### src/hdl/srn_pkg.sv
// shared types and constants for the sparse row l2 normalizer
// depends on nothing; used by srn_ctrl, srn_dpath and sparse_row_l2_normalizer
package srn_pkg;

    localparam int MAX_ROW_NNZ_DEF = 64;
    localparam int VAL_W      = 16;
    localparam int COL_W      = 16;
    localparam int SUM_W      = 37;
    localparam int SQ_W       = 31;
    localparam int DVD_W      = 64;
    localparam int REM_W      = 38;
    localparam int ROOT_W     = 32;
    localparam int SREM_W     = 36;
    localparam int DIV_STEPS  = 63;
    localparam int SQRT_STEPS = 32;
    localparam int STEP_W     = 6;

    typedef struct packed {
        logic signed [VAL_W-1:0] value;
        logic [COL_W-1:0]        column;
        logic                    last_in_row;
    } in_item_t;

    typedef struct packed {
        logic signed [VAL_W-1:0] scaled_value;
        logic [COL_W-1:0]        out_column;
        logic                    last_of_row;
        logic [SUM_W-1:0]        row_sum_squares;
        logic                    zero_row;
        logic                    row_overflow;
    } out_item_t;

    typedef struct packed {
        logic load;
        logic rd;
        logic mul;
        logic div_step;
        logic sqrt_step;
        logic emit;
    } cmd_t;

    typedef struct packed {
        logic in_last;
        logic zero_sum;
        logic last_elem;
        logic out_free;
    } status_t;

endpackage

### src/hdl/srn_ctrl.sv
// sequencer for the row normalizer: load, read back, multiply, divide, square root, emit
// depends on srn_pkg
module srn_ctrl
    import srn_pkg::*;
(
    input  logic    clk,
    input  logic    rst_n,
    input  logic    in_valid,
    output logic    in_stall,
    input  status_t st,
    output cmd_t    cmd
);

    typedef enum logic [2:0] {
        S_IDLE,
        S_READ,
        S_MUL,
        S_DIV,
        S_SQRT,
        S_EMIT
    } state_t;

    state_t            state_reg, state_next;
    logic [STEP_W-1:0] cnt_reg, cnt_next;

    always_comb
    begin
        state_next = state_reg;
        cnt_next   = cnt_reg;
        cmd        = '0;
        case (state_reg)
            S_IDLE:
            begin
                cmd.load = in_valid;
                if (in_valid && st.in_last)
                begin
                    state_next = S_READ;
                end
            end
            S_READ:
            begin
                cmd.rd     = 1'b1;
                state_next = S_MUL;
            end
            S_MUL:
            begin
                cmd.mul    = 1'b1;
                cnt_next   = '0;
                state_next = st.zero_sum ? S_EMIT : S_DIV;
            end
            S_DIV:
            begin
                cmd.div_step = 1'b1;
                if (cnt_reg == STEP_W'(DIV_STEPS - 1))
                begin
                    cnt_next   = '0;
                    state_next = S_SQRT;
                end
                else
                begin
                    cnt_next = cnt_reg + 1'b1;
                end
            end
            S_SQRT:
            begin
                cmd.sqrt_step = 1'b1;
                if (cnt_reg == STEP_W'(SQRT_STEPS - 1))
                begin
                    cnt_next   = '0;
                    state_next = S_EMIT;
                end
                else
                begin
                    cnt_next = cnt_reg + 1'b1;
                end
            end
            S_EMIT:
            begin
                if (st.out_free)
                begin
                    cmd.emit   = 1'b1;
                    state_next = st.last_elem ? S_IDLE : S_READ;
                end
            end
            default:
            begin
                state_next = S_IDLE;
            end
        endcase
    end

    always_ff @(posedge clk or negedge rst_n)
    begin
        if (!rst_n)
        begin
            state_reg <= S_IDLE;
            cnt_reg   <= '0;
        end
        else
        begin
            state_reg <= state_next;
            cnt_reg   <= cnt_next;
        end
    end

    assign in_stall = (state_reg != S_IDLE);

    a_load_only_idle: assert property (@(posedge clk) disable iff (!rst_n)
        cmd.load |-> !in_stall)
        else $error("load while busy");
    a_div_bound: assert property (@(posedge clk) disable iff (!rst_n)
        state_reg == S_DIV |-> cnt_reg < STEP_W'(DIV_STEPS))
        else $error("divide step count out of range");
    a_emit_then_read: assert property (@(posedge clk) disable iff (!rst_n)
        (cmd.emit && !st.last_elem) |=> state_reg == S_READ)
        else $error("emit not followed by read");

endmodule

### src/hdl/srn_dpath.sv
// row buffer, sum of squares, bit-serial divider and square root, output register
// depends on srn_pkg
module srn_dpath
    import srn_pkg::*;
#(
    parameter int MAX_ROW_NNZ = MAX_ROW_NNZ_DEF
)
(
    input  logic      clk,
    input  logic      rst_n,
    input  in_item_t  in_data,
    input  cmd_t      cmd,
    output status_t   st,
    output logic      out_valid,
    input  logic      out_stall,
    output out_item_t out_data
);

    localparam int IDX_W = (MAX_ROW_NNZ > 1) ? $clog2(MAX_ROW_NNZ) : 1;
    localparam int CNT_W = $clog2(MAX_ROW_NNZ + 1);

    logic [VAL_W-1:0] vmem [MAX_ROW_NNZ];
    logic [COL_W-1:0] cmem [MAX_ROW_NNZ];

    logic [CNT_W-1:0]  count_reg;
    logic [SUM_W-1:0]  acc_reg;
    logic              ovf_reg;
    logic [IDX_W-1:0]  idx_reg;
    logic [VAL_W-1:0]  val_rd_reg;
    logic [COL_W-1:0]  col_rd_reg;
    logic [DVD_W-1:0]  dvd_reg;
    logic [REM_W-2:0]  rem_reg;
    logic [ROOT_W-1:0] root_reg;
    logic [SREM_W-1:0] srem_reg;
    out_item_t         out_reg;
    logic              out_valid_reg;

    logic [VAL_W-1:0]  mag_in, mag_rd;
    logic [2*VAL_W-1:0] sq_in, sq_rd;
    logic              room;
    logic [REM_W-1:0]  rem_sh;
    logic              rem_ge;
    logic [SREM_W-1:0] srem_sh, trial;
    logic              srem_ge;
    logic [ROOT_W:0]   q_full;
    logic [ROOT_W-1:0] q;
    logic              neg;
    logic [VAL_W-1:0]  scaled;

    assign mag_in = in_data.value[VAL_W-1] ? (~in_data.value + 1'b1) : in_data.value;
    assign mag_rd = val_rd_reg[VAL_W-1] ? (~val_rd_reg + 1'b1) : val_rd_reg;
    assign sq_in  = mag_in * mag_in;
    assign sq_rd  = mag_rd * mag_rd;
    assign room   = (count_reg < CNT_W'(MAX_ROW_NNZ));

    assign rem_sh = {rem_reg, dvd_reg[DVD_W-2]};
    assign rem_ge = (rem_sh >= {1'b0, acc_reg});

    assign srem_sh = {srem_reg[SREM_W-3:0], dvd_reg[DVD_W-1:DVD_W-2]};
    assign trial   = {2'b00, root_reg, 2'b01};
    assign srem_ge = (srem_sh >= trial);

    assign q_full = ({1'b0, root_reg} + 1'b1) >> 1;
    assign q      = q_full[ROOT_W-1:0];
    assign neg    = val_rd_reg[VAL_W-1];

    always_comb
    begin
        if (acc_reg == '0)
        begin
            scaled = '0;
        end
        else if (neg)
        begin
            scaled = (q > ROOT_W'(32768)) ? 16'h8000 : (~q[VAL_W-1:0] + 1'b1);
        end
        else
        begin
            scaled = (q > ROOT_W'(32767)) ? 16'h7fff : q[VAL_W-1:0];
        end
    end

    always_ff @(posedge clk)
    begin
        if (cmd.load && room)
        begin
            vmem[count_reg[IDX_W-1:0]] <= in_data.value;
            cmem[count_reg[IDX_W-1:0]] <= in_data.column;
        end
        if (cmd.rd)
        begin
            val_rd_reg <= vmem[idx_reg];
            col_rd_reg <= cmem[idx_reg];
        end
        if (cmd.mul)
        begin
            dvd_reg  <= {1'b0, sq_rd[SQ_W-1:0], 32'b0};
            rem_reg  <= '0;
            root_reg <= '0;
            srem_reg <= '0;
        end
        else if (cmd.div_step)
        begin
            rem_reg <= rem_ge ? (REM_W-1)'(rem_sh - {1'b0, acc_reg}) : rem_sh[REM_W-2:0];
            dvd_reg <= {1'b0, dvd_reg[DVD_W-3:0], rem_ge};
        end
        else if (cmd.sqrt_step)
        begin
            srem_reg <= srem_ge ? (srem_sh - trial) : srem_sh;
            root_reg <= {root_reg[ROOT_W-2:0], srem_ge};
            dvd_reg  <= {dvd_reg[DVD_W-3:0], 2'b00};
        end
        if (cmd.emit)
        begin
            out_reg.scaled_value    <= scaled;
            out_reg.out_column      <= col_rd_reg;
            out_reg.last_of_row     <= st.last_elem;
            out_reg.row_sum_squares <= acc_reg;
            out_reg.zero_row        <= (acc_reg == '0);
            out_reg.row_overflow    <= ovf_reg;
        end
    end

    always_ff @(posedge clk or negedge rst_n)
    begin
        if (!rst_n)
        begin
            count_reg     <= '0;
            acc_reg       <= '0;
            ovf_reg       <= 1'b0;
            idx_reg       <= '0;
            out_valid_reg <= 1'b0;
        end
        else
        begin
            if (cmd.load)
            begin
                if (room)
                begin
                    count_reg <= count_reg + 1'b1;
                    acc_reg   <= acc_reg + SUM_W'(sq_in[SQ_W-1:0]);
                end
                else
                begin
                    ovf_reg <= 1'b1;
                end
            end
            if (cmd.emit)
            begin
                out_valid_reg <= 1'b1;
                if (st.last_elem)
                begin
                    idx_reg   <= '0;
                    count_reg <= '0;
                    acc_reg   <= '0;
                    ovf_reg   <= 1'b0;
                end
                else
                begin
                    idx_reg <= idx_reg + 1'b1;
                end
            end
            else if (!out_stall)
            begin
                out_valid_reg <= 1'b0;
            end
        end
    end

    assign st.in_last   = in_data.last_in_row;
    assign st.zero_sum  = (acc_reg == '0);
    assign st.last_elem = ((CNT_W'(idx_reg) + 1'b1) == count_reg);
    assign st.out_free  = !out_valid_reg || !out_stall;

    assign out_valid = out_valid_reg;
    assign out_data  = out_reg;

endmodule

### src/hdl/sparse_row_l2_normalizer.sv
// top level of the sparse row l2 normalizer
// depends on srn_pkg, srn_ctrl and srn_dpath
//
//  channel  signals                       payload     transfer when
//  in       in_valid, in_stall, in_data   in_item_t   in_valid && !in_stall
//  out      out_valid, out_stall, out_data out_item_t out_valid && !out_stall
//
// a pair that is not last in its row is stored and added to the sum as it is taken
// after the last pair each buffered pair goes through a read, a multiply,
//   63 steps of the bit-serial divider and 32 steps of the square root,
//   then into the output register once that is free; a zero row skips
//   divide and root
// in_stall is high from the last pair until the row's final result is loaded
// the output register holds a result while out_stall is high
// reset clears the row count, the sum and the flags; the row buffer is not cleared
module sparse_row_l2_normalizer
    import srn_pkg::*;
#(
    parameter int MAX_ROW_NNZ = MAX_ROW_NNZ_DEF
)
(
    input  logic      clk,
    input  logic      rst_n,
    input  logic      in_valid,
    output logic      in_stall,
    input  in_item_t  in_data,
    output logic      out_valid,
    input  logic      out_stall,
    output out_item_t out_data
);

    // command and status between sequencer and datapath
    cmd_t    cmd;
    status_t st;

    srn_ctrl u_ctrl (
        .clk      (clk),
        .rst_n    (rst_n),
        .in_valid (in_valid),
        .in_stall (in_stall),
        .st       (st),
        .cmd      (cmd)
    );

    srn_dpath #(
        .MAX_ROW_NNZ (MAX_ROW_NNZ)
    ) u_dpath (
        .clk       (clk),
        .rst_n     (rst_n),
        .in_data   (in_data),
        .cmd       (cmd),
        .st        (st),
        .out_valid (out_valid),
        .out_stall (out_stall),
        .out_data  (out_data)
    );

endmodule

### config.mk
export PLATFORM = sky130hd
export DESIGN_NAME = sparse_row_l2_normalizer
export DESIGN_NICKNAME = d
export VERILOG_FILES = /design/src/hdl/srn_pkg.sv /design/src/hdl/srn_ctrl.sv /design/src/hdl/srn_dpath.sv /design/src/hdl/sparse_row_l2_normalizer.sv
export SDC_FILE = /design/constraint.sdc
export NUM_CORES = 2
export LEC_CHECK = 0
export BUFFER_PORTS_ARGS = -buffer_cell sky130_fd_sc_hd__buf_2
export CAP_MARGIN = 20
export CORE_ASPECT_RATIO = 0.8
export CORE_MARGIN = 2
export CORE_UTILIZATION = 55
export DETAILED_ROUTE_END_ITERATION = 12
export GPL_TIMING_DRIVEN = 0
export PLACE_DENSITY = 0.67
export SLEW_MARGIN = 20
export SYNTH_ARGS = -nofsm -noshare
export SYNTH_HDL_FRONTEND = slang
export SYNTH_SLANG_ARGS = --single-unit
### constraint.sdc
create_clock -name clk -period 9 [get_ports clk]
set_input_delay 1.35 -clock clk [delete_from_list [all_inputs] [get_ports clk]]
set_output_delay 1.35 -clock clk [all_outputs]
set_load 0.05 [all_outputs]
== Yosys cells after proc, flatten, opt, wreduce, memory -nomap -nowiden ==
Memory sizes are Yosys's and may differ from the RTL's. A register that Yosys moved wholly into a read port is not among the register bits.
Index checks and enable logic that the tools add are counted.

* Memories: 2
* Bits in registers: 300
* Logic and storage cells: 114
* Output and inout port bits: 74
* Bits in writable memories: 2048

{| class="wikitable"
|+ Memories
! name !! depth !! width !! rd ports !! clocked after memory_dff !! write ports !! line !! text
|-
| u_dpath.cmem || 64 || 16 || 1 || 1 || 1 || srn_dpath.sv:23 || <nowiki>logic [COL_W-1:0] cmem [MAX_ROW_NNZ];</nowiki>
|-
| u_dpath.vmem || 64 || 16 || 1 || 1 || 1 || srn_dpath.sv:22 || <nowiki>logic [VAL_W-1:0] vmem [MAX_ROW_NNZ];</nowiki>
|}

* Muxes and demuxes: 44
* Add/sub/neg operators: 11
* Eq/ne operators: 13
* Reduce and logical (&&, ||, !) cells: 14
* Bitwise operators: 4
* Multipliers: 2
* $lt $le $gt $ge: 5

{| class="wikitable"
|+ Operator list
! operator !! count
|-
| 63-bit two-way mux || 3
|-
| 37-bit two-way mux || 5
|-
| 16-bit two-way mux || 5
|-
| 16-bit by 16-bit multiplier with 31-bit output || 2
|-
| 16-bit by 1-bit adder with 16-bit output, second input constant || 3
|-
| 16-bit inverter || 3
|-
| 38-bit by 37-bit >= comparator with 1-bit output || 1
|-
| 37-bit by 31-bit adder with 37-bit output || 1
|-
| 37-bit logical NOT || 1
|-
| 37-bit subtractor || 1
|-
| 36-bit by 34-bit >= comparator with 1-bit output || 1
|-
| 34-bit two-way mux || 1
|-
| 34-bit subtractor || 1
|-
| 32-bit by 1-bit adder with 33-bit output, second input constant || 1
|-
| 32-bit by 15-bit > comparator with 1-bit output, second input constant || 1
|-
| 32-bit by 16-bit > comparator with 1-bit output, second input constant || 1
|-
| 7-bit two-way mux || 4
|-
| 6-bit two-way mux || 3
|-
| 3-bit case mux with 6 select lines || 1
|-
| 6-bit case mux with 3 select lines || 1
|-
| 1-bit two-way mux || 16
|-
| 3-bit two-way mux || 5
|-
| 6-bit by 1-bit adder with 6-bit output, second input constant || 2
|-
| 3-bit nonzero test || 3
|-
| other kinds (20) || 27
|}

== Logic depth before layout (Yosys ltp) ==
* Depth in word-level cells: 9
* Mapped depth: 44
* Depth with buffers taken out: 43

== Cells and area by module ==
A second synthesis with hierarchy kept.

* Cell total of the unflattened synthesis: 7848
* Area, all modules: 113263.6 um2

{| class="wikitable"
|+ By module, submodules not included
! module !! cells each !! instances !! area each (um2) !! seq. area each (um2)
|-
| srn_dpath || 7777 || 1 || 112616.8 || 69576.7
|-
| srn_ctrl || 71 || 1 || 646.9 || 225.2
|}

== Least setup slack after synthesis ==
Ideal clock, no wire load.

* Path type: input -> register
* From: in in_data[17] in the netlist's numbering
* To: reg u_dpath.acc_reg[32]
* Path slack: -1830 ps
* Stages: 37
* Required time: 8868 ps
* Library setup time: 132 ps
* Arrival time: 10698 ps
* Cell sequence: inv_1 clkbuf_1 ha_1 nand2_1 or3_1 or2_2 o41ai_1 xor2_1 clkinv_1 nand2_1 inv_1 fa_1 fa_1 fa_1 fa_1 fa_1 inv_1 fa_1 inv_1 ha_1 nand4_1 nor2_1 a211oi_1 a21bo_2 o311ai_0 a31oi_1 a21o_1 a21oi_1 xnor2_1 ha_1 nor2b_1 o21ai_0 o21ai_0 a2111oi_0 nor4_1 xnor2_1 nor2_1

* Word-level cells in the longest chain between the ends: 9

{| class="wikitable"
|+ RTL lines
! item !! line !! text
|-
| start: declaration || sparse_row_l2_normalizer.sv:26 || <nowiki>input in_item_t in_data,</nowiki>
|-
| 16-bit inverter || srn_dpath.sv:50 || <nowiki>assign mag_in = in_data.value[VAL_W-1] ? (~in_data.value + 1'b1) : in_data.value;</nowiki>
|-
| 16-bit by 1-bit adder with 16-bit output || srn_dpath.sv:50 ||
|-
| 16-bit two-way mux * || srn_dpath.sv:50 ||
|-
| 16-bit by 16-bit multiplier with 31-bit output * || srn_dpath.sv:52 || <nowiki>assign sq_in = mag_in * mag_in;</nowiki>
|-
| 37-bit by 31-bit adder with 37-bit output * || srn_dpath.sv:141 || <nowiki>acc_reg <= acc_reg + SUM_W'(sq_in[SQ_W-1:0]);</nowiki>
|-
| 37-bit two-way mux * || srn_dpath.sv:138 || <nowiki>if (room)</nowiki>
|-
| 37-bit two-way mux * || srn_dpath.sv:136 || <nowiki>if (cmd.load)</nowiki>
|-
| 37-bit two-way mux || srn_dpath.sv:151 || <nowiki>if (st.last_elem)</nowiki>
|-
| 37-bit two-way mux * || srn_dpath.sv:148 || <nowiki>if (cmd.emit)</nowiki>
|-
| end signal: assignment || srn_dpath.sv:141 ||
|-
| end: declaration || srn_dpath.sv:26 || <nowiki>logic [SUM_W-1:0] acc_reg;</nowiki>
|}

Mark *: on every way between the ends. The rest lies on a longest branch, timed or not.
A chain may end at the register's enable or synchronous reset.

== Final worst setup path ==
* From: in in_data[17] in the netlist's numbering
* To: reg u_dpath.acc_reg[36]

Same word-level chain as after synthesis.

==> flow_metrics.tcl <==
set metrics [dict create \
    outcome "finished with violations" \
    violations "negative setup slack" \
    synth_edf_count 2183 \
    cp_slowest_cell "fa_1" \
    p_int_mw 26.5 \
    synthDistinctLibCells 90 \
    vias 64900 \
    end_kind "flip-flop" \
    pwr-share-clk_pct 21.6 \
    drive_gt1_share_pct 21.8 \
    slowest_delay_ns 0.55 \
    cp_num_cells 42 \
    tritoncts "done" \
    comb_power_share_pct 49.8 \
    gp_congestion 0.895 \
    clkSinkCount 2380 \
    finalCriticalPeriod_ns 9.42 \
    slew_viol_final 0 \
    syn_inst 6846 \
    cp_top_family "adder cells" \
    core_mm2 0.201 \
    numCtsBuffers 220 \
    clockBufferDepth 3 \
    overflow 0 \
    port-buffer-count 110 \
    drv_cap 0 \
    synth.most_common_cell "edfxtp_1" \
    grt_antenna_before_repair 22 \
    drtPass1Iterations 6 \
    power_density_mw_per_mm2 332 \
    die_w_um 507 \
    fp.dieH_um 407 \
    crit_top_cell "fa_1" \
    synthArstFlopShare_pct 2.56 \
    top_level_ports 111 \
    viasPerCell 6.33 \
    synth-main-ff-cell "edfxtp_1" \
    slew_headroom_pct 22.4 \
    fin_crit_sh_pct 105 \
    hold_violations 0 \
    crit_arrival_ns 10.20 \
    r2r_cells 29 \
    grt_pass1_vias 64500 \
    skew_ns 0.0593 \
    criticalPathCategory "in2reg" \
    start_kind "primary input" \
    drt_wl_total_um 301000 \
    clk_pin_slew_ns 0.06 \
    grtUsageTotal_pct 29.5 \
    drt_iter0_drc 8515 \
    min_path_type "in2async" \
    avgSynthCellArea_um2 16.3 \
    tightestPinTransition_ns 1.16 \
    insertion_delay_ns 0.88 \
    grt_setup_unrepaired "true" \
    synth_area_leader_cell "edfxtp_1" \
    initial_core_util_pct 55.4 \
    leakage_nw 44.6 \
    ir_drop_uv 1260 \
    setup_ws_ns -0.425 \
    stdcell_count 10200 \
    setup_viol 12 \
    yosysWarnings 0 \
    power.switching_mw 15.8 \
    numPlacedInstances 9740 \
    cp.required_ns 9.77 \
    grt_max_degree 73 \
    synthTopCellsByArea "edfxtp_1 59%, mux4_2 14%, fa_1 5.9%, ha_1 3.4%, dfxtp_1 2.4%" \
    seq_power_share_pct 28.6 \
    cp_max_fo 5 \
    dp.final_hpwl_um 205000 \
    rows 147 \
    routedWlPerCell_um 29.4 \
    tns_ns -2.96 \
    ys_ff_latch 2380 \
    sw_frac_of_total_pct 37.3 \
    clock-root-buffer "clkbuf_16" \
    ant_nets 0 \
    drc 0 \
    crit_buf_inv 11 \
    timing.fmax_ghz 0.106 \
    synthTopCellsByCount "2183 x edfxtp_1, 672 x mux4_2, 538 x inv_1" \
    die_area_mm2 0.206 \
    synth_top_area_share_pct 58.8 \
    grt_pass1_wl_um 439000 \
    area_growth_pct 14.5 \
    htreeDepth 4 \
    netlist_area_mm2 0.111 \
    yosysSeqAreaShare_pct 62.7 \
    final_net_count 8039 \
]
[cells in the final DEF (no fill, tap or decap), drive strengths merged, types with 136 or more instances in the layout]
cell type	synthesis	routed
a21oi	279	279
dfxtp	136	136
xnor2	136	136
buf	59	332
nand2	512	512
mux4	672	672
clkbuf	249	538
fa	326	326
edfxtp	2183	2183
inv	539	544
o21ai	204	204
nor2	354	354
ha	303	303
[routing by layer]
layer | global-route usage [%] | share of wire, %
met1 | 44.0 | 41
met2 | 44.0 | 45
met3 | 6.59 | 11
met4 | 8.70 | 3.2
met5 | 0 | 0.048
[power groups by stage]
stage          combinational [mW]  sequential [mW]  clock (mW)
3_3_place_gp                 14.0             12.3           0
3_5_place_dp                 14.2             12.3           0
5_1_grt                      22.7             12.1        9.64
2_1_floorplan                10.5             12.3           0
6_report                     21.1             12.1        9.15
4_1_cts                      18.8             12.1        9.22
[final timing paths]
check                                                       end  slack (ns)                              from
max in group asynchronous          u_dpath.acc_reg[9]$_DFF_PN0_        8.11                             rst_n
min in group clk                 u_dpath.out_data[53]$_DFFE_PP_        0.42  u_dpath.col_rd_reg[13]$_DFFE_PP_
worst max register to register    u_dpath.dvd_reg[55]$_DFFE_PP_        0.42   u_dpath.val_rd_reg[0]$_DFFE_PP_
worst min-delay path            u_ctrl.state_reg[0]$_DFFE_PN0P_        0.36                             rst_n
worst min register to register   u_dpath.out_data[53]$_DFFE_PP_        0.42  u_dpath.col_rd_reg[13]$_DFFE_PP_
worst max-delay path              u_dpath.acc_reg[36]$_DFF_PN0_       -0.42                       in_data[17]
[cells by family (layout without fill, tap and decap cells)]
group	after synthesis	after routing	share of synthesized area (%)
DFF	2380	2380	62.7
and+or+nand+nor	1204	1204	4.79
AOI/OAI and AO/OA	855	855	4.78
buffers and inverters	855	1547	2.90
muxes	710	710	13.9
adders and majority gates	630	630	9.27
xor gates and xnor gates	210	210	1.65
other	2	29	0.00674
[what timing repair did]
item / 4_1_cts / 5_1_grt
gates resized for setup: 207 / 97
pin swaps: 110 / 99
hold buffers: 0 / 0
setup buffers: 65 / 30
cloned: 2 / 1
setup endpoints to repair: 43 / 31
[through the flow]
stage / setup WS (ns) / area, um^2 / hold WS, ns / power [mW] / utilization (%)
detailed placement: -3.20 / 118000 / 0.405 / 26.6 / 58.8
global route: -0.618 / 128000 / 0.330 / 44.4 / 63.5
CTS: -0.354 / 127000 / 0.314 / 40.1 / 63.1
finish: -0.425 / 128000 / 0.363 / 42.3 / 63.5
floorplan: -0.556 / 112000 / 0.400 / 22.8 / -
global placement: -3.74 / 116000 / 0.405 / 26.4 / 57.6
[final cells by class]
| class | instances | area (um^2) |
|---|---|---|
| Clock buffer | 280 | 5820 |
| Buffer | 303 | 1260 |
| Sequential cell | 2380 | 69800 |
| Fill cell | 13900 | 73500 |
| Multi-Input combinational cell | 3632 | 40500 |
| Antenna cell | 6 | 15.0 |
| Tap cell | 2682 | 3360 |
| Timing Repair Buffer | 289 | 3490 |
| Clock inverter | 128 | 1200 |
| Inverter | 547 | 2120 |
(Power assumes the default switching activity.)
